`config.mk`:
```
export PLATFORM = sky130hd
export DESIGN_NAME = path_point_interpolator_flat
export DESIGN_NICKNAME = d
export VERILOG_FILES = /design/src/sv/ppi_pkg.sv /design/src/sv/ppi_in_if.sv /design/src/sv/ppi_out_if.sv /design/src/sv/ppi_cfg_if.sv /design/src/sv/path_point_interpolator.sv /design/src/sv/ppi_div.sv /design/src/sv/ppi_datapath.sv /design/src/sv/ppi_ctrl.sv /design/src/flat_wrapper.sv
export SDC_FILE = /design/constraint.sdc
export NUM_CORES = 1
export LEC_CHECK = 0
export BUFFER_PORTS_ARGS = -buffer_cell sky130_fd_sc_hd__buf_2
export CORE_AREA = 2 2 258 260
export CTS_CLUSTER_DIAMETER = 60
export DETAILED_ROUTE_END_ITERATION = 6
export DIE_AREA = 0 0 260 262
export PLACE_DENSITY_LB_ADDON = 0.12
export SYNTH_ARGS = -nofsm -noshare
export SYNTH_HDL_FRONTEND = slang
export SYNTH_SLANG_ARGS = --single-unit
```
`constraint.sdc`:
```
create_clock -name clk -period 13.2 [get_ports clk]
set_input_delay 1.32 -clock clk [delete_from_list [all_inputs] [get_ports clk]]
set_output_delay 1.32 -clock clk [all_outputs]
set_load 0.03 [all_outputs]
```
`src/sv/ppi_pkg.sv`:
```
// ----------------------------------------------------------------------------
// Path point interpolator package
// Widths, register indexes and the control/status types shared by the block.
// ----------------------------------------------------------------------------
package ppi_pkg;

	localparam int COORD_W = 9;
	localparam logic [COORD_W-1:0] COORD_MAX = 9'd511;

	// Shared divider: 18-bit dividend covers num*coord, 9-bit divisor
	localparam int DIV_NW  = 18;
	localparam int DIV_DW  = 9;
	localparam int DIV_CNT_W = $clog2(DIV_NW);

	// Point count per segment stays at or below 64
	localparam int PTS_W = 7;

	localparam int CFG_IDX_W  = 3;
	localparam int CFG_DATA_W = 9;

	localparam logic [CFG_IDX_W-1:0] REG_SCALE_ENABLE = 3'd0;
	localparam logic [CFG_IDX_W-1:0] REG_X_NUM        = 3'd1;
	localparam logic [CFG_IDX_W-1:0] REG_X_DEN        = 3'd2;
	localparam logic [CFG_IDX_W-1:0] REG_Y_NUM        = 3'd3;
	localparam logic [CFG_IDX_W-1:0] REG_Y_DEN        = 3'd4;

	typedef struct packed {
		logic               scale_enable;
		logic [COORD_W-1:0] x_num;
		logic [COORD_W-1:0] x_den;
		logic [COORD_W-1:0] y_num;
		logic [COORD_W-1:0] y_den;
	} cfg_t;

	typedef enum logic [2:0] {
		DIV_SX  = 3'd0,
		DIV_SY  = 3'd1,
		DIV_PTS = 3'd2,
		DIV_DX  = 3'd3,
		DIV_DY  = 3'd4
	} div_sel_t;

	typedef struct packed {
		logic     load_in;
		logic     div_start;
		div_sel_t div_start_sel;
		logic     div_store;
		div_sel_t div_store_sel;
		logic     emit_step;
		logic     emit_last;
	} ctrl_cmd_t;

	typedef struct packed {
		logic scale_en;
		logic div_done;
		logic lone;
		logic pts_le1;
		logic step_final;
		logic out_free;
	} dp_status_t;

endpackage

```
`src/sv/ppi_in_if.sv`:
```
// ----------------------------------------------------------------------------
// Waypoint input channel
// Valid/ready channel carrying one raw waypoint per transfer.
// ----------------------------------------------------------------------------
interface ppi_in_if;
	logic                        valid;
	logic                        ready;
	logic [ppi_pkg::COORD_W-1:0] point_x;
	logic [ppi_pkg::COORD_W-1:0] point_y;
	logic                        new_path;

	modport source (output valid, output point_x, output point_y, output new_path,
		input ready);
	modport sink (input valid, input point_x, input point_y, input new_path,
		output ready);
endinterface

```
`src/sv/ppi_out_if.sv`:
```
// ----------------------------------------------------------------------------
// Path point output channel
// Valid/ready channel carrying one generated path point per transfer.
// ----------------------------------------------------------------------------
interface ppi_out_if;
	logic                        valid;
	logic                        ready;
	logic [ppi_pkg::COORD_W-1:0] out_x;
	logic [ppi_pkg::COORD_W-1:0] out_y;
	logic                        last_of_run;

	modport source (output valid, output out_x, output out_y, output last_of_run,
		input ready);
	modport sink (input valid, input out_x, input out_y, input last_of_run,
		output ready);
endinterface

```
`src/sv/ppi_cfg_if.sv`:
```
// ----------------------------------------------------------------------------
// Configuration write channel
// Valid/ready channel carrying a register index and write data.
// ----------------------------------------------------------------------------
interface ppi_cfg_if;
	logic                           valid;
	logic                           ready;
	logic [ppi_pkg::CFG_IDX_W-1:0]  index;
	logic [ppi_pkg::CFG_DATA_W-1:0] data;

	modport source (output valid, output index, output data, input ready);
	modport sink (input valid, input index, input data, output ready);
endinterface

```
`src/sv/path_point_interpolator.sv`:
```
// ----------------------------------------------------------------------------
// Path point interpolator
// Scales waypoints and fills the gaps between them with evenly spaced points.
// ----------------------------------------------------------------------------
// Waypoints are taken one at a time; the next one is accepted once the current
// run's final point sits in the output register. Scaling and the per-axis step
// size run on one shared restoring divider that settles one quotient bit per
// cycle; the point count comes from a constant reciprocal multiply. A lone
// waypoint, or a segment too short to fill, gives its final point alone;
// scaling adds two divisions, and an interpolated segment adds the point count
// and two divisions followed by the generated points, sent while the output
// side keeps taking them. The configuration port is always ready; registers
// are meant to be written only while no run is in progress.
module path_point_interpolator #(
	parameter int STEP_DIST = 8
) (
	input  logic      clk,
	input  logic      arst_n,
	ppi_cfg_if.sink   cfg,
	ppi_in_if.sink    point_in,
	ppi_out_if.source point_out
);
	import ppi_pkg::*;

	cfg_t       cfg_q;
	ctrl_cmd_t  cmd;
	dp_status_t status;

	// Configuration registers
	assign cfg.ready = 1'b1;

	always_ff @(posedge clk or negedge arst_n) begin
		if (!arst_n) begin
			cfg_q.scale_enable <= 1'b0;
			cfg_q.x_num        <= COORD_W'(1);
			cfg_q.x_den        <= COORD_W'(1);
			cfg_q.y_num        <= COORD_W'(1);
			cfg_q.y_den        <= COORD_W'(1);
		end else if (cfg.valid) begin
			case (cfg.index)
				REG_SCALE_ENABLE: cfg_q.scale_enable <= cfg.data[0];
				REG_X_NUM:        cfg_q.x_num        <= cfg.data;
				REG_X_DEN:        cfg_q.x_den        <= cfg.data;
				REG_Y_NUM:        cfg_q.y_num        <= cfg.data;
				REG_Y_DEN:        cfg_q.y_den        <= cfg.data;
				default: begin
				end
			endcase
		end
	end

	ppi_ctrl u_ctrl (
		.clk      (clk),
		.arst_n   (arst_n),
		.in_valid (point_in.valid),
		.in_ready (point_in.ready),
		.status   (status),
		.cmd      (cmd)
	);

	ppi_datapath #(
		.STEP_DIST (STEP_DIST)
	) u_datapath (
		.clk         (clk),
		.arst_n      (arst_n),
		.cfg         (cfg_q),
		.cmd         (cmd),
		.status      (status),
		.point_x     (point_in.point_x),
		.point_y     (point_in.point_y),
		.new_path    (point_in.new_path),
		.out_valid   (point_out.valid),
		.out_ready   (point_out.ready),
		.out_x       (point_out.out_x),
		.out_y       (point_out.out_y),
		.last_of_run (point_out.last_of_run)
	);

endmodule

```
`src/sv/ppi_div.sv`:
```
// ----------------------------------------------------------------------------
// Shared restoring divider
// Unsigned divide, one quotient bit per cycle; done pulses when results hold.
// ----------------------------------------------------------------------------
module ppi_div (
	input  logic                      clk,
	input  logic                      arst_n,
	input  logic                      start,
	input  logic [ppi_pkg::DIV_NW-1:0] dividend,
	input  logic [ppi_pkg::DIV_DW-1:0] divisor,
	output logic                      done,
	output logic [ppi_pkg::DIV_NW-1:0] quotient,
	output logic [ppi_pkg::DIV_DW-1:0] remainder
);
	import ppi_pkg::*;

	logic                 busy_q;
	logic                 done_q;
	logic [DIV_CNT_W-1:0] cnt_q;
	logic [DIV_NW-1:0]    quo_q;
	logic [DIV_DW-1:0]    rem_q;
	logic [DIV_DW-1:0]    divr_q;

	logic [DIV_DW:0]   trial;
	logic [DIV_DW:0]   diff;
	logic              ge;

	// Shift in the next dividend bit and trial-subtract
	always_comb begin
		trial = {rem_q, quo_q[DIV_NW-1]};
		diff  = trial - {1'b0, divr_q};
		ge    = trial >= {1'b0, divr_q};
	end

	// Control: busy count and done pulse
	always_ff @(posedge clk or negedge arst_n) begin
		if (!arst_n) begin
			busy_q <= 1'b0;
			done_q <= 1'b0;
			cnt_q  <= '0;
		end else begin
			done_q <= 1'b0;
			if (start) begin
				busy_q <= 1'b1;
				cnt_q  <= '0;
			end else if (busy_q) begin
				cnt_q <= cnt_q + 1'b1;
				if (cnt_q == DIV_CNT_W'(DIV_NW - 1)) begin
					busy_q <= 1'b0;
					done_q <= 1'b1;
				end
			end
		end
	end

	// Datapath: a zero divisor yields an all-ones quotient
	always_ff @(posedge clk) begin
		if (start) begin
			quo_q  <= dividend;
			rem_q  <= '0;
			divr_q <= divisor;
		end else if (busy_q) begin
			quo_q <= {quo_q[DIV_NW-2:0], ge};
			rem_q <= ge ? diff[DIV_DW-1:0] : trial[DIV_DW-1:0];
		end
	end

	assign done      = done_q;
	assign quotient  = quo_q;
	assign remainder = rem_q;

endmodule

```
`src/sv/ppi_datapath.sv`:
```
// ----------------------------------------------------------------------------
// Path point interpolator datapath
// Waypoint scaling, segment setup, point stepping and the output register.
// ----------------------------------------------------------------------------
module ppi_datapath #(
	parameter int STEP_DIST = 8
) (
	input  logic                        clk,
	input  logic                        arst_n,
	input  ppi_pkg::cfg_t               cfg,
	input  ppi_pkg::ctrl_cmd_t          cmd,
	output ppi_pkg::dp_status_t         status,
	input  logic [ppi_pkg::COORD_W-1:0] point_x,
	input  logic [ppi_pkg::COORD_W-1:0] point_y,
	input  logic                        new_path,
	output logic                        out_valid,
	input  logic                        out_ready,
	output logic [ppi_pkg::COORD_W-1:0] out_x,
	output logic [ppi_pkg::COORD_W-1:0] out_y,
	output logic                        last_of_run
);
	import ppi_pkg::*;

	// Reciprocal of the step distance, exact for every rounded span below 1024
	localparam int PTS_SH    = 20;
	localparam int PTS_RECIP = (2**PTS_SH + STEP_DIST - 1) / STEP_DIST;

	// Current waypoint and previous waypoint
	logic [COORD_W-1:0] px_q, py_q;
	logic               np_q;
	logic [COORD_W-1:0] prev_x_q, prev_y_q;
	logic               have_prev_q;

	// Segment setup
	logic [PTS_W-1:0]   pts_q;
	logic [COORD_W-1:0] qdx_q, qdy_q;
	logic [PTS_W-1:0]   rdx_q, rdy_q;

	// Stepping accumulators: floor(j*|d|/pts) and its remainder
	logic [COORD_W-1:0] accx_q, accy_q;
	logic [PTS_W-1:0]   remx_q, remy_q;
	logic [PTS_W-1:0]   j_q;

	// Output register
	logic               out_valid_q;
	logic [COORD_W-1:0] out_x_q, out_y_q;
	logic               out_last_q;

	// Divider connection
	logic [DIV_NW-1:0] div_dividend;
	logic [DIV_DW-1:0] div_divisor;
	logic              div_done;
	logic [DIV_NW-1:0] div_quo;
	logic [DIV_DW-1:0] div_rem;

	// Differences and their magnitudes
	logic               neg_x, neg_y;
	logic [COORD_W-1:0] adx, ady, span;
	logic [COORD_W-1:0] sat_quo;

	// Point count of the segment
	logic [COORD_W:0]    span_rnd;
	logic [COORD_W+18:0] pts_prod;
	logic [PTS_W-1:0]    pts_calc;

	// Next stepping values
	logic [PTS_W:0]     sumx, sumy;
	logic               carx, cary;
	logic [PTS_W-1:0]   nremx, nremy;
	logic [COORD_W-1:0] naccx, naccy;
	logic [COORD_W-1:0] stepx, stepy;

	always_comb begin
		neg_x = px_q < prev_x_q;
		neg_y = py_q < prev_y_q;
		adx   = neg_x ? prev_x_q - px_q : px_q - prev_x_q;
		ady   = neg_y ? prev_y_q - py_q : py_q - prev_y_q;
		span  = (adx > ady) ? adx : ady;
	end

	// Round the span to the nearest step count by a constant reciprocal multiply
	always_comb begin
		span_rnd = {1'b0, span} + (COORD_W+1)'(STEP_DIST / 2);
		pts_prod = (COORD_W+19)'(span_rnd) * (COORD_W+19)'(PTS_RECIP);
		pts_calc = pts_prod[PTS_SH +: PTS_W];
	end

	// Saturate a scaled coordinate
	assign sat_quo = (div_quo > DIV_NW'(COORD_MAX)) ? COORD_MAX : div_quo[COORD_W-1:0];

	// Select divider operands for the job being started
	always_comb begin
		div_dividend = '0;
		div_divisor  = '0;
		case (cmd.div_start_sel)
			DIV_SX: begin
				div_dividend = DIV_NW'(cfg.x_num) * DIV_NW'(px_q);
				div_divisor  = DIV_DW'(cfg.x_den);
			end
			DIV_SY: begin
				div_dividend = DIV_NW'(cfg.y_num) * DIV_NW'(py_q);
				div_divisor  = DIV_DW'(cfg.y_den);
			end
			DIV_DX: begin
				div_dividend = DIV_NW'(adx);
				div_divisor  = DIV_DW'(pts_q);
			end
			DIV_DY: begin
				div_dividend = DIV_NW'(ady);
				div_divisor  = DIV_DW'(pts_q);
			end
			default: begin
				div_dividend = '0;
				div_divisor  = '0;
			end
		endcase
	end

	ppi_div u_div (
		.clk       (clk),
		.arst_n    (arst_n),
		.start     (cmd.div_start),
		.dividend  (div_dividend),
		.divisor   (div_divisor),
		.done      (div_done),
		.quotient  (div_quo),
		.remainder (div_rem)
	);

	// Advance accumulators by one point: add quotient, carry on remainder wrap
	always_comb begin
		sumx  = {1'b0, remx_q} + {1'b0, rdx_q};
		sumy  = {1'b0, remy_q} + {1'b0, rdy_q};
		carx  = sumx >= {1'b0, pts_q};
		cary  = sumy >= {1'b0, pts_q};
		nremx = carx ? PTS_W'(sumx - {1'b0, pts_q}) : sumx[PTS_W-1:0];
		nremy = cary ? PTS_W'(sumy - {1'b0, pts_q}) : sumy[PTS_W-1:0];
		naccx = accx_q + qdx_q + COORD_W'(carx);
		naccy = accy_q + qdy_q + COORD_W'(cary);
		stepx = neg_x ? prev_x_q - naccx : prev_x_q + naccx;
		stepy = neg_y ? prev_y_q - naccy : prev_y_q + naccy;
	end

	// Waypoint capture and segment setup
	always_ff @(posedge clk) begin
		if (cmd.load_in) begin
			px_q <= point_x;
			py_q <= point_y;
			np_q <= new_path;
		end
		if (cmd.div_store) begin
			case (cmd.div_store_sel)
				DIV_SX:  px_q  <= sat_quo;
				DIV_SY:  py_q  <= sat_quo;
				DIV_PTS: pts_q <= pts_calc;
				DIV_DX: begin
					qdx_q <= div_quo[COORD_W-1:0];
					rdx_q <= div_rem[PTS_W-1:0];
				end
				DIV_DY: begin
					qdy_q  <= div_quo[COORD_W-1:0];
					rdy_q  <= div_rem[PTS_W-1:0];
					accx_q <= '0;
					accy_q <= '0;
					remx_q <= '0;
					remy_q <= '0;
					j_q    <= '0;
				end
				default: begin
				end
			endcase
		end
		if (cmd.emit_step) begin
			accx_q <= naccx;
			accy_q <= naccy;
			remx_q <= nremx;
			remy_q <= nremy;
			j_q    <= j_q + 1'b1;
		end
	end

	// Previous waypoint, updated when the run closes
	always_ff @(posedge clk or negedge arst_n) begin
		if (!arst_n) begin
			prev_x_q    <= '0;
			prev_y_q    <= '0;
			have_prev_q <= 1'b0;
		end else if (cmd.emit_last) begin
			prev_x_q    <= px_q;
			prev_y_q    <= py_q;
			have_prev_q <= 1'b1;
		end
	end

	// Output register: load a point, drop valid once the transfer completes
	always_ff @(posedge clk or negedge arst_n) begin
		if (!arst_n) begin
			out_valid_q <= 1'b0;
		end else if (cmd.emit_step || cmd.emit_last) begin
			out_valid_q <= 1'b1;
		end else if (out_ready) begin
			out_valid_q <= 1'b0;
		end
	end

	always_ff @(posedge clk) begin
		if (cmd.emit_step) begin
			out_x_q    <= stepx;
			out_y_q    <= stepy;
			out_last_q <= 1'b0;
		end else if (cmd.emit_last) begin
			out_x_q    <= px_q;
			out_y_q    <= py_q;
			out_last_q <= 1'b1;
		end
	end

	assign out_valid   = out_valid_q;
	assign out_x       = out_x_q;
	assign out_y       = out_y_q;
	assign last_of_run = out_last_q;

	// Status toward the controller
	always_comb begin
		status.scale_en   = cfg.scale_enable;
		status.div_done   = div_done;
		status.lone       = np_q || !have_prev_q;
		status.pts_le1    = pts_q <= PTS_W'(1);
		status.step_final = (j_q + 1'b1) == (pts_q - 1'b1);
		status.out_free   = !out_valid_q || out_ready;
	end

endmodule

```
`src/sv/ppi_ctrl.sv`:
```
// ----------------------------------------------------------------------------
// Path point interpolator controller
// Sequences scaling, segment setup and point emission for one waypoint.
// ----------------------------------------------------------------------------
module ppi_ctrl (
	input  logic                clk,
	input  logic                arst_n,
	input  logic                in_valid,
	output logic                in_ready,
	input  ppi_pkg::dp_status_t status,
	output ppi_pkg::ctrl_cmd_t  cmd
);
	import ppi_pkg::*;

	typedef enum logic [10:0] {
		ST_IDLE  = 11'b000_0000_0001,
		ST_PREP  = 11'b000_0000_0010,
		ST_SX    = 11'b000_0000_0100,
		ST_SY    = 11'b000_0000_1000,
		ST_ROUTE = 11'b000_0001_0000,
		ST_PTS   = 11'b000_0010_0000,
		ST_PCHK  = 11'b000_0100_0000,
		ST_DX    = 11'b000_1000_0000,
		ST_DY    = 11'b001_0000_0000,
		ST_EMIT  = 11'b010_0000_0000,
		ST_LAST  = 11'b100_0000_0000
	} state_t;

	state_t state_q, state_d;

	always_ff @(posedge clk or negedge arst_n) begin
		if (!arst_n) begin
			state_q <= ST_IDLE;
		end else begin
			state_q <= state_d;
		end
	end

	// Next state and commands
	always_comb begin
		state_d           = state_q;
		in_ready          = 1'b0;
		cmd.load_in       = 1'b0;
		cmd.div_start     = 1'b0;
		cmd.div_start_sel = DIV_SX;
		cmd.div_store     = 1'b0;
		cmd.div_store_sel = DIV_SX;
		cmd.emit_step     = 1'b0;
		cmd.emit_last     = 1'b0;
		case (state_q)
			ST_IDLE: begin
				in_ready = 1'b1;
				if (in_valid) begin
					cmd.load_in = 1'b1;
					state_d     = ST_PREP;
				end
			end
			ST_PREP: begin
				if (status.scale_en) begin
					cmd.div_start     = 1'b1;
					cmd.div_start_sel = DIV_SX;
					state_d           = ST_SX;
				end else begin
					state_d = ST_ROUTE;
				end
			end
			ST_SX: begin
				if (status.div_done) begin
					cmd.div_store     = 1'b1;
					cmd.div_store_sel = DIV_SX;
					cmd.div_start     = 1'b1;
					cmd.div_start_sel = DIV_SY;
					state_d           = ST_SY;
				end
			end
			ST_SY: begin
				if (status.div_done) begin
					cmd.div_store     = 1'b1;
					cmd.div_store_sel = DIV_SY;
					state_d           = ST_ROUTE;
				end
			end
			ST_ROUTE: begin
				if (status.lone) begin
					state_d = ST_LAST;
				end else begin
					state_d = ST_PTS;
				end
			end
			// Capture the point count from the reciprocal multiply
			ST_PTS: begin
				cmd.div_store     = 1'b1;
				cmd.div_store_sel = DIV_PTS;
				state_d           = ST_PCHK;
			end
			ST_PCHK: begin
				if (status.pts_le1) begin
					state_d = ST_LAST;
				end else begin
					cmd.div_start     = 1'b1;
					cmd.div_start_sel = DIV_DX;
					state_d           = ST_DX;
				end
			end
			ST_DX: begin
				if (status.div_done) begin
					cmd.div_store     = 1'b1;
					cmd.div_store_sel = DIV_DX;
					cmd.div_start     = 1'b1;
					cmd.div_start_sel = DIV_DY;
					state_d           = ST_DY;
				end
			end
			ST_DY: begin
				if (status.div_done) begin
					cmd.div_store     = 1'b1;
					cmd.div_store_sel = DIV_DY;
					state_d           = ST_EMIT;
				end
			end
			ST_EMIT: begin
				if (status.out_free) begin
					cmd.emit_step = 1'b1;
					if (status.step_final) begin
						state_d = ST_LAST;
					end
				end
			end
			ST_LAST: begin
				if (status.out_free) begin
					cmd.emit_last = 1'b1;
					state_d       = ST_IDLE;
				end
			end
			default: begin
				state_d = ST_IDLE;
			end
		endcase
	end

endmodule

```
`src/flat_wrapper.sv`:
```
// flat-port wrapper written by rule: the top's interface ports become plain ports
module path_point_interpolator_flat import ppi_pkg::*;
#(
	parameter int STEP_DIST = 8
)
  (clk, arst_n, cfg_valid, cfg_index, cfg_data, cfg_ready, point_in_valid, point_in_point_x, point_in_point_y, point_in_new_path, point_in_ready, point_out_valid, point_out_out_x, point_out_out_y, point_out_last_of_run, point_out_ready);
  ppi_cfg_if cfg_i ();
  ppi_in_if point_in_i ();
  ppi_out_if point_out_i ();
  input  logic clk;
  input  logic arst_n;
  input wire logic [$bits(cfg_i.valid)-1:0] cfg_valid;
  input wire logic [$bits(cfg_i.index)-1:0] cfg_index;
  input wire logic [$bits(cfg_i.data)-1:0] cfg_data;
  output wire logic [$bits(cfg_i.ready)-1:0] cfg_ready;
  input wire logic [$bits(point_in_i.valid)-1:0] point_in_valid;
  input wire logic [$bits(point_in_i.point_x)-1:0] point_in_point_x;
  input wire logic [$bits(point_in_i.point_y)-1:0] point_in_point_y;
  input wire logic [$bits(point_in_i.new_path)-1:0] point_in_new_path;
  output wire logic [$bits(point_in_i.ready)-1:0] point_in_ready;
  output wire logic [$bits(point_out_i.valid)-1:0] point_out_valid;
  output wire logic [$bits(point_out_i.out_x)-1:0] point_out_out_x;
  output wire logic [$bits(point_out_i.out_y)-1:0] point_out_out_y;
  output wire logic [$bits(point_out_i.last_of_run)-1:0] point_out_last_of_run;
  input wire logic [$bits(point_out_i.ready)-1:0] point_out_ready;
  assign cfg_i.valid = cfg_valid;
  assign cfg_i.index = cfg_index;
  assign cfg_i.data = cfg_data;
  assign cfg_ready = cfg_i.ready;
  assign point_in_i.valid = point_in_valid;
  assign point_in_i.point_x = point_in_point_x;
  assign point_in_i.point_y = point_in_point_y;
  assign point_in_i.new_path = point_in_new_path;
  assign point_in_ready = point_in_i.ready;
  assign point_out_valid = point_out_i.valid;
  assign point_out_out_x = point_out_i.out_x;
  assign point_out_out_y = point_out_i.out_y;
  assign point_out_last_of_run = point_out_i.last_of_run;
  assign point_out_i.ready = point_out_ready;
  path_point_interpolator #(.STEP_DIST(STEP_DIST)) u_core (.clk(clk), .arst_n(arst_n), .cfg(cfg_i), .point_in(point_in_i), .point_out(point_out_i));
endmodule
```
* After elaboration in Yosys (flattened, before gate mapping) *
Cells that the tools add are included.
Widths: inputs -> output; s select.

storage, ports and cells
  register bits after elaboration = 227
  bits in latches = 0
  RAM bits = 0
  ROM bits = 0
  input bits = 36
  output and inout bits = 22
  memories = 0

cells by class
  $add $sub $neg = 21
  $mul = 2
  div/mod/pow operators = 0
  magnitude comparators = 8
  eq/ne operators = 32
  shifts and indexed selects = 0
  mux-type cells = 68
  bitwise operators = 0
  reductions and logical operators = 24

operator list
  kind                 number
  $mux 9               21
  $pmux 11 s11         1
  $mux 11              10
  $pmux 18 s4          1
  $sub 9x9->9          7
  $mux 7               7
  $add 9x9->9          4
  $mul 9x9->18         2
  $mux 18              2
  $pmux 9 s3           1
  $pmux 4 s5           1
  $add 9x1->9          2
  $gt 18x9->1 const B  1
  $lt 9x9->1           2
  $reduce_and 2->1     9
  $add 7x7->8          2
  $ge 8x7->1           2
  $mux 4               4
  $mux 8               2
  $pmux 4 s4           1
  $eq 3x2->1 const B   5
  $mux 5               3
  $mux 1               14
  $sub 7x7->7          2
  30 further kinds     49

* Logic depth before layout (Yosys ltp) *
Gate-level depths: netlist of run 1.

  depth after elaboration = 6
  mapped depth = 31
  mapped depth without buffers = 31

* Cells and area by module *
Synthesis of run 1 repeated with hierarchy kept, for this count alone.

unflattened totals
  cells, all modules = 2064
  area, all modules = 19997.9 µm²

by module, submodules not included
  module                   times used  cells an instance  area an instance (µm²)
  ppi_datapath             1           1687               15404.8
  ppi_div                  1           188                2240.9
  path_point_interpolator  1           84                 1487.7
  ppi_ctrl                 1           105                864.6

* Worst setup path after synthesis of run 1 *
Ideal clock, no wire load.

  kind = register -> register
  from = reg u_core.u_datapath.rdy_q[0]
  to = reg u_core.u_datapath.out_y_q[8], in the netlist u_core.u_datapath.out_y[8], data pin
  setup time = 0.269 ns
  data arrival time = 6.190 ns
  required time = 12.931 ns
  setup slack = 6.741 ns
  cell stages (with the launch flop) = 27
  period minus slack after synthesis = 6.459 ns
  cell sequence = edfxtp_1 > ha_1 > fa_1 > fa_1 > a21o_1 > a21oi_1 > o21bai_1 > a21oi_1 > o21ai_0 > a2111oi_4 > fa_1 > inv_1 > fa_1 > a21o_1 > a21oi_1 > xnor2_1 > or3_1 > nand2_1 > xnor2_1 > ha_1 > nand2_1 > o21ai_0 > o41ai_1 > xnor2_1 > xnor2_1 > xnor2_1 > o21ai_0

on the way
  longest elaborated chain between the ends = 6
  elaborated cells on any way between the ends = 7
  classes of those cells = add/sub: 4; order compare: 1; mux: 2

ends and longest elaborated chain
  element                                            line                 RTL
  start, declared                                    ppi_datapath.sv:37   logic [PTS_W-1:0] rdx_q, rdy_q;
  start signal, assigned                             ppi_datapath.sv:162  rdy_q <= div_rem[PTS_W-1:0];
  $add 7x7->8 (*)                                    ppi_datapath.sv:133  sumy = {1'b0, remy_q} + {1'b0, rdy_q};
  $ge 8x7->1 (*)                                     ppi_datapath.sv:135  cary = sumy >= {1'b0, pts_q};
  $add 9x1->9 (*)                                    ppi_datapath.sv:139  naccy = accy_q + qdy_q + COORD_W'(cary);
  $add 9x9->9 / $sub 9x9->9 (equally long branches)  ppi_datapath.sv:141  stepy = neg_y ? prev_y_q - naccy : prev_y_q + naccy;
  $mux 9 (*)                                         ppi_datapath.sv:141
  $mux 9 (*)                                         ppi_datapath.sv:207  if (cmd.emit_step) begin
  end signal, assigned                               ppi_datapath.sv:209  out_y_q <= stepy;
  end signal, assigned                               ppi_datapath.sv:213  out_y_q <= py_q;
  end, declared                                      ppi_datapath.sv:46   logic [COORD_W-1:0] out_x_q, out_y_q;

Every way passes the cells marked *; elsewhere a longest branch is shown, timed or not.
A chain may end at the register's enable or synchronous reset.

* Final worst setup path of run 1 *
  from = reg u_core.u_datapath.rdx_q[0]
  to = reg u_core.u_datapath.out_x_q[8], in the netlist u_core.u_datapath.out_x[8], data pin

on the way
  longest elaborated chain between the ends = 6
  elaborated cells on any way between the ends = 7
  classes of those cells = add/sub: 4; order compare: 1; mux: 2

ends and longest elaborated chain
  element                                            line                 RTL
  start, declared                                    ppi_datapath.sv:37
  start signal, assigned                             ppi_datapath.sv:158  rdx_q <= div_rem[PTS_W-1:0];
  $add 7x7->8 (*)                                    ppi_datapath.sv:132  sumx = {1'b0, remx_q} + {1'b0, rdx_q};
  $ge 8x7->1 (*)                                     ppi_datapath.sv:134  carx = sumx >= {1'b0, pts_q};
  $add 9x1->9 (*)                                    ppi_datapath.sv:138  naccx = accx_q + qdx_q + COORD_W'(carx);
  named net u_core.u_datapath.naccx[1]               ppi_datapath.sv:70   logic [COORD_W-1:0] naccx, naccy;
  $add 9x9->9 / $sub 9x9->9 (equally long branches)  ppi_datapath.sv:140  stepx = neg_x ? prev_x_q - naccx : prev_x_q + naccx;
  $mux 9 (*)                                         ppi_datapath.sv:140
  $mux 9 (*)                                         ppi_datapath.sv:207
  end signal, assigned                               ppi_datapath.sv:208  out_x_q <= stepx;
  end signal, assigned                               ppi_datapath.sv:212  out_x_q <= px_q;
  end, declared                                      ppi_datapath.sv:46

The timed path passes the listed nets; every way through them passes the cells marked *.

==> results.cfg, run 1 <==
[clock_tree]
cts_hold_buf = 0
cts_resized = 0
cts_sinks = 227
h-tree-depth = 2
cts_buffers = 36
cts_tree = built
clk_latency_ns = 0.56
post_cts_buffers = 0
clockBufferDepth = 3
path_clk_slew_ns = 0.06
root_buffer = clkbuf_16

[setup_path]
endpoint_kind = flip-flop
crit_path_start_kind = flip-flop
crit_required_ns = 13.48
crit_type = reg2reg
cpMostUsedCell = fa_1
slowest_delay_ns = 0.55
crit_path_top_delay_cell = fa_1
worst_ep_arrival_time_ns = 7.07
path_max_fanout = 9

[routing]
wl_um = 52780
viasPerCell = 4.791
drtPass1Iterations = 4
drtIter0Drc = 716
num_vias = 14100
ant_nets = 0
drc = 0
wl_per_cell_um = 17.94

[yosys]
syn_avg_cell_area_sq_um = 9.569
yosys.area.top_type = edfxtp_1
synthCells = 2023
yosysSeqAreaShare = 0.3186
async_flop_share = 0.3304
ys_types = 76
synth.top_cell.area_share = 0.1923
post-synth-top-count-cell = nand2_1
syn-num-nets = 2370
syn_area_sq_mm = 0.01936
yosys_warnings = 0
synthTopCellsByArea = edfxtp_1 19%, ha_1 13%, fa_1 12%
ys.flop_type = edfxtp_1
ys_ff_latch = 227
synth_common_cells = 237 x nand2_1, 234 x inv_1, 196 x ha_1
synth-edff-count = 124

[finish]
nets = 2397
drive_above_1_share = 0.1020
area_delta_synth_final_pct = 12.30

[timing]
setup_viol = 0
clock_skew_ns = 0.02424
tightest_slew_ns = 1.077
tns_ns = 0
fmax_mhz = 147.4
drv_slew = 0
relSlewSlack = 0.2797
finalCritPeriodShare = 0.5141
fin_crit_ns = 6.785
finalHoldViolCount = 0
rsz0062_at_grt = false

[floorplanning]
die_h_um = 262
pin_count = 58
fp.dieW_um = 260
die_area_sq_mm = 0.06812
rows = 94
start_util = 0.2966
core_sq_mm = 0.06528

[global_route]
grt_max_degree = 58
grt_pass1_vias = 14697
track_usage = 0.1601
antenna_found_initial = 3
grt_pass1_wl_um = 84410
grt-ovfl-total = 0

[placement]
numPortBuffers = 56
place_congestion = 0.8297
dp_hpwl_um = 41190

[min_path]
min_path_type = reg2reg

[run_status]
outcome = finished, final reports clean

[run]
cap_viol_max_count = 0
==> through the flow <==
stage | hold slack, ns | std cells | worst slack (ns) | instance area [sq um] | utilization
after floorplan | 0.4258 | 2023 | 6.741 | 19360 | -
after global placement | 0.4343 | 2876 | 6.515 | 20500 | 0.3141
after detailed placement | 0.4375 | 2876 | 6.367 | 20500 | 0.3141
after CTS | 0.4460 | 2942 | 6.354 | 21740 | 0.3330
after global routing | 0.4720 | 2942 | 5.789 | 21740 | 0.3330
final | 0.4410 | 2943 | 6.415 | 21740 | 0.3330
==> path summary, 6_finish.rpt <==
kind                                                       to  cells after the start  slack, ns                           from
worst max-delay path               u_core.u_datapath.out_x[8]                     27       6.41     u_core.u_datapath.rdx_q[0]
worst min-delay path            u_core.u_datapath.last_of_run                      2       0.44  u_core.u_datapath.last_of_run
worst max register to register     u_core.u_datapath.out_x[8]                     27       6.41     u_core.u_datapath.rdx_q[0]
worst min register to register  u_core.u_datapath.last_of_run                      2       0.44  u_core.u_datapath.last_of_run
max in group asynchronous                    u_core.cfg_q[25]                      2      11.39                         arst_n
min in group asynchronous       u_core.u_datapath.prev_x_q[7]                      1       0.67                         arst_n
==> routing by layer <==
metal	part of all wire	global-route usage	up-vias
met5	0.00044	0	-
met4	0.022	0.04119	4
met3	0.036	0.02344	61
met2	0.47	0.2694	194
met1	0.47	0.2155	6940
li1	-	-	6901
==> logic make-up after synthesis <==
group / Yosys count / synth area share
other: 1 / 0.0001937
AO/OA/AOI/OAI: 355 / 0.1186
XOR/XNOR: 137 / 0.06198
flip-flops: 227 / 0.3186
multiplexers: 83 / 0.04731
AND/OR/NAND/NOR: 591 / 0.1441
adder cells (fa/ha/maj): 311 / 0.2456
buffers and inverters: 318 / 0.06366
==> state kept, by name (all words and copies together) (netlist names), 5 cells and up <==
register	flops
u_core.u_datapath.pts_q	7
u_core.cfg_q	37
u_core.u_datapath.remx_q	7
u_core.u_datapath.rdy_q	7
u_core.u_datapath.j_q	7
u_core.u_datapath.accy_q	9
u_core.u_datapath.out_x	9
u_core.u_datapath.px_q	9
u_core.u_datapath.u_div.divr_q	9
u_core.u_datapath.u_div.quotient	18
u_core.u_datapath.remy_q	7
u_core.u_datapath.accx_q	9
u_core.u_datapath.prev_x_q	9
u_core.u_datapath.out_y	9
u_core.u_datapath.qdy_q	9
u_core.u_datapath.u_div.remainder	9
u_core.u_datapath.u_div.cnt_q	5
u_core.u_datapath.rdx_q	7
u_core.u_datapath.py_q	9
u_core.u_ctrl.state_q	11
u_core.u_datapath.qdx_q	9
u_core.u_datapath.prev_y_q	9
==> layout make-up <==
cell class,instances,area [sq um]
diodes,1,2.502
clock buffers,42,943.4
clock inverters,24,291.5
fillers,6710,43540
inverters,236,885.9
multi-input cells,1478,11970
flip-flops and latches,227,6167
well taps,864,1081
repair buffers,71,395.4
==> worst max-delay path: cells and delay by family, from the launching register on <==
family,cells,cell delay (ns)
DFF,1,0.36
AOI/OAI and AO/OA,11,2.24
adders and majority gates,7,2.79
xor gates and xnor gates,3,0.46
buffers and inverters,3,0.39
and+or+nand+nor,3,0.26
==> layout by cell type, fill, tap and decap left out, types with 6 or more instances in the layout <==
cell       Yosys  layout
nand2_1      237     236
inv_1        234     234
ha_1         196     196
nor2_1       128     127
edfxtp_1     124     124
fa_1         115     115
o21ai_0       97      97
a21oi_1       95      95
xnor2_1       91      91
and2_1        71      71
dfrtp_1       70      70
buf_2         10      55
xor2_1        46      46
mux2_2        45      45
clkbuf_16      0      36
mux2i_1       35      35
a21o_1        32      32
nand3_1       30      30
nor3_1        28      28
dfxtp_1       28      28
a211oi_1      23      23
nor2b_1       21      21
nand2b_1      19      18
o21bai_1      17      17
buf_4          3      16
nand4_1       15      15
a22oi_1       13      13
o21a_1         9       9
a22o_1         9       9
o31ai_1        8       8
or3_1          8       8
and3_1         6       6
a31o_2         6       6
Power of run 1 is left out: the tool's default activity adds up to more than one toggle a clock period on the data nets, which glitch-free logic cannot reach.
==> run 2, diff against run 1 <==
- clock period: 13.2 -> 6.7 ns (I/O delays scaled with it)
==> run 2 against run 1 <==
  * Global-route usage increased by 0.083 points
  * Register-to-register slack worse by 6.0 ns
  * Sequential share of layout area decreased by 0.12 points
  * Non-clock buffer count up 15
  * Critical path depth did not move
  * Hold slack lost 0.42 ns
  * Highest routed layer unchanged
==> results.cfg, run 2 (synthesis results as in run 1) <==
[setup_path]
worst_ep_arrival_time_ns = 6.62
r2r_cells = 27
timing.rr.start = u_core.u_datapath.rdx_q[0]
r2r_slack_ns = 0.38
crit_type = reg2reg
crit_required_ns = 6.99
r2r-end = u_core.u_datapath.out_x[8]
crit_path_start_kind = flip-flop
endpoint_kind = flip-flop
path_max_fanout = 4

[clock_tree]
path_clk_slew_ns = 0.06
cts_tree = built
cts_hold_buf = 0
root_buffer = clkbuf_16
clk_latency_ns = 0.55
clockBufferDepth = 3
cts_sinks = 227
cts_buffers = 35
h-tree-depth = 2

[finish]
area_delta_synth_final_pct = 12.77
regMostFlops = u_core.cfg_q
diodes = 0
largest_reg_flops = 37
final_common_cell = nand2_1
nets = 2411
drive_above_1_share = 0.1163
mostFrequentLayoutCells = 236 x nand2_1, 234 x inv_1, 195 x ha_1
nFillCells = 6804

[timing]
fmax_mhz = 158.1
finalCritPeriodShare = 0.9438
finalHoldViolCount = 0
relSlewSlack = 0.2600
setup_ws_ns = 0.3763
tns_ns = 0
holdWs_ns = 0.02137
setup_viol = 0
clock_skew_ns = 0.03064
drv_slew = 0
rsz0062_at_grt = true
fin_crit_ns = 6.324
tightest_slew_ns = 1.107

[run]
cap_viol_max_count = 0

[global_route]
grt_pass1_vias = 14783
grt_max_degree = 57
antenna_found_initial = 3
grt-ovfl-total = 0
track_usage = 0.1610
grt_pass1_wl_um = 84600

[floorplanning]
rows = 94
die_h_um = 262
die_area_sq_mm = 0.06812
fp.dieW_um = 260
start_util = 0.2966
pin_count = 58
core_sq_mm = 0.06528

[run_status]
outcome = finished, final reports clean

[routing]
wl_um = 53590
drc = 0
wl_per_cell_um = 18.15
num_vias = 14242
viasPerCell = 4.823
drtIter0Drc = 761
drtPass1Iterations = 5
ant_nets = 0

[placement]
place_congestion = 0.8511
dp_hpwl_um = 41540
dp_slack_ns = -0.1125
numPortBuffers = 56

[min_path]
min_path_type = in2async
[run 2: per-layer routing]
| metal | part of all wire | up-vias | global-route usage |
|---|---|---|---|
| met3 | 0.034 | 75 | 0.02180 |
| met4 | 0.028 | 4 | 0.05236 |
| li1 | - | 6915 | - |
| met5 | 0.00043 | - | 0 |
| met2 | 0.47 | 228 | 0.2674 |
| met1 | 0.47 | 7020 | 0.2163 |
[run 2: cell type report]
class	instances	area, sq um	area share
Inverter	236	885.9	0.04058
Multi-Input combinational cell	1478	12070	0.5528
Tap cell	864	1081	0.04952
Timing Repair Buffer	86	508.0	0.02327
Clock inverter	19	205.2	0.009400
Sequential cell	227	6167	0.2825
Clock buffer	43	915.9	0.04196
[run 2: worst max-delay path: stages, from the launching register on]
cell and delay, ns:
edfxtp_1 0.36, ha_1 0.26, fa_2 0.52, fa_1 0.47, a21o_1 0.19, a21oi_2 0.17, o21bai_1 0.11, a21oi_2 0.16
o21ai_1 0.11, a2111oi_4 0.34, buf_4 0.21, fa_1 0.22, inv_1 0.07, fa_1 0.47, a21o_1 0.19, a21oi_2 0.17
xnor2_1 0.13, or3_1 0.37, o31ai_2 0.27, xnor2_1 0.11, ha_1 0.33, nor2_1 0.05, nor2_1 0.13, o41ai_2 0.10
xnor2_1 0.18, xnor2_1 0.15, xnor2_1 0.13, o21ai_0 0.09
[run 2: worst max-delay path by stage]
stage                               startpoint                         end  slack, ns  cells past startpoint
floorplan           u_core.u_datapath.rdy_q[0]  u_core.u_datapath.out_y[8]       0.24                     26
global placement    u_core.u_datapath.rdy_q[0]  u_core.u_datapath.out_y[8]       0.02                     26
detailed placement  u_core.u_datapath.rdy_q[0]  u_core.u_datapath.out_y[8]      -0.11                     26
CTS                 u_core.u_datapath.rdy_q[0]  u_core.u_datapath.out_y[8]       0.04                     27
global route        u_core.u_datapath.rdx_q[0]  u_core.u_datapath.out_x[8]      -0.05                     32
finish              u_core.u_datapath.rdx_q[0]  u_core.u_datapath.out_x[8]       0.38                     27
[run 2: what timing repair did]
| item | in CTS | in global routing |
|---|---|---|
| gates cloned | 0 | 0 |
| buffers inserted | 1 | 2 |
| resized for setup | 2 | 25 |
| pin swaps | 1 | 10 |
| setup endpoints to repair | 2 | 5 |
[run 2: metrics by stage]
step,cells,instance area [sq um],utilization
after floorplan,2023,19360,-
after CTS,2951,21730,0.3329
after global routing,2953,21830,0.3344
after global placement,2888,20590,0.3155
after detailed placement,2888,20590,0.3155
final,2953,21830,0.3344
Power of run 2 is left out for the same reason.
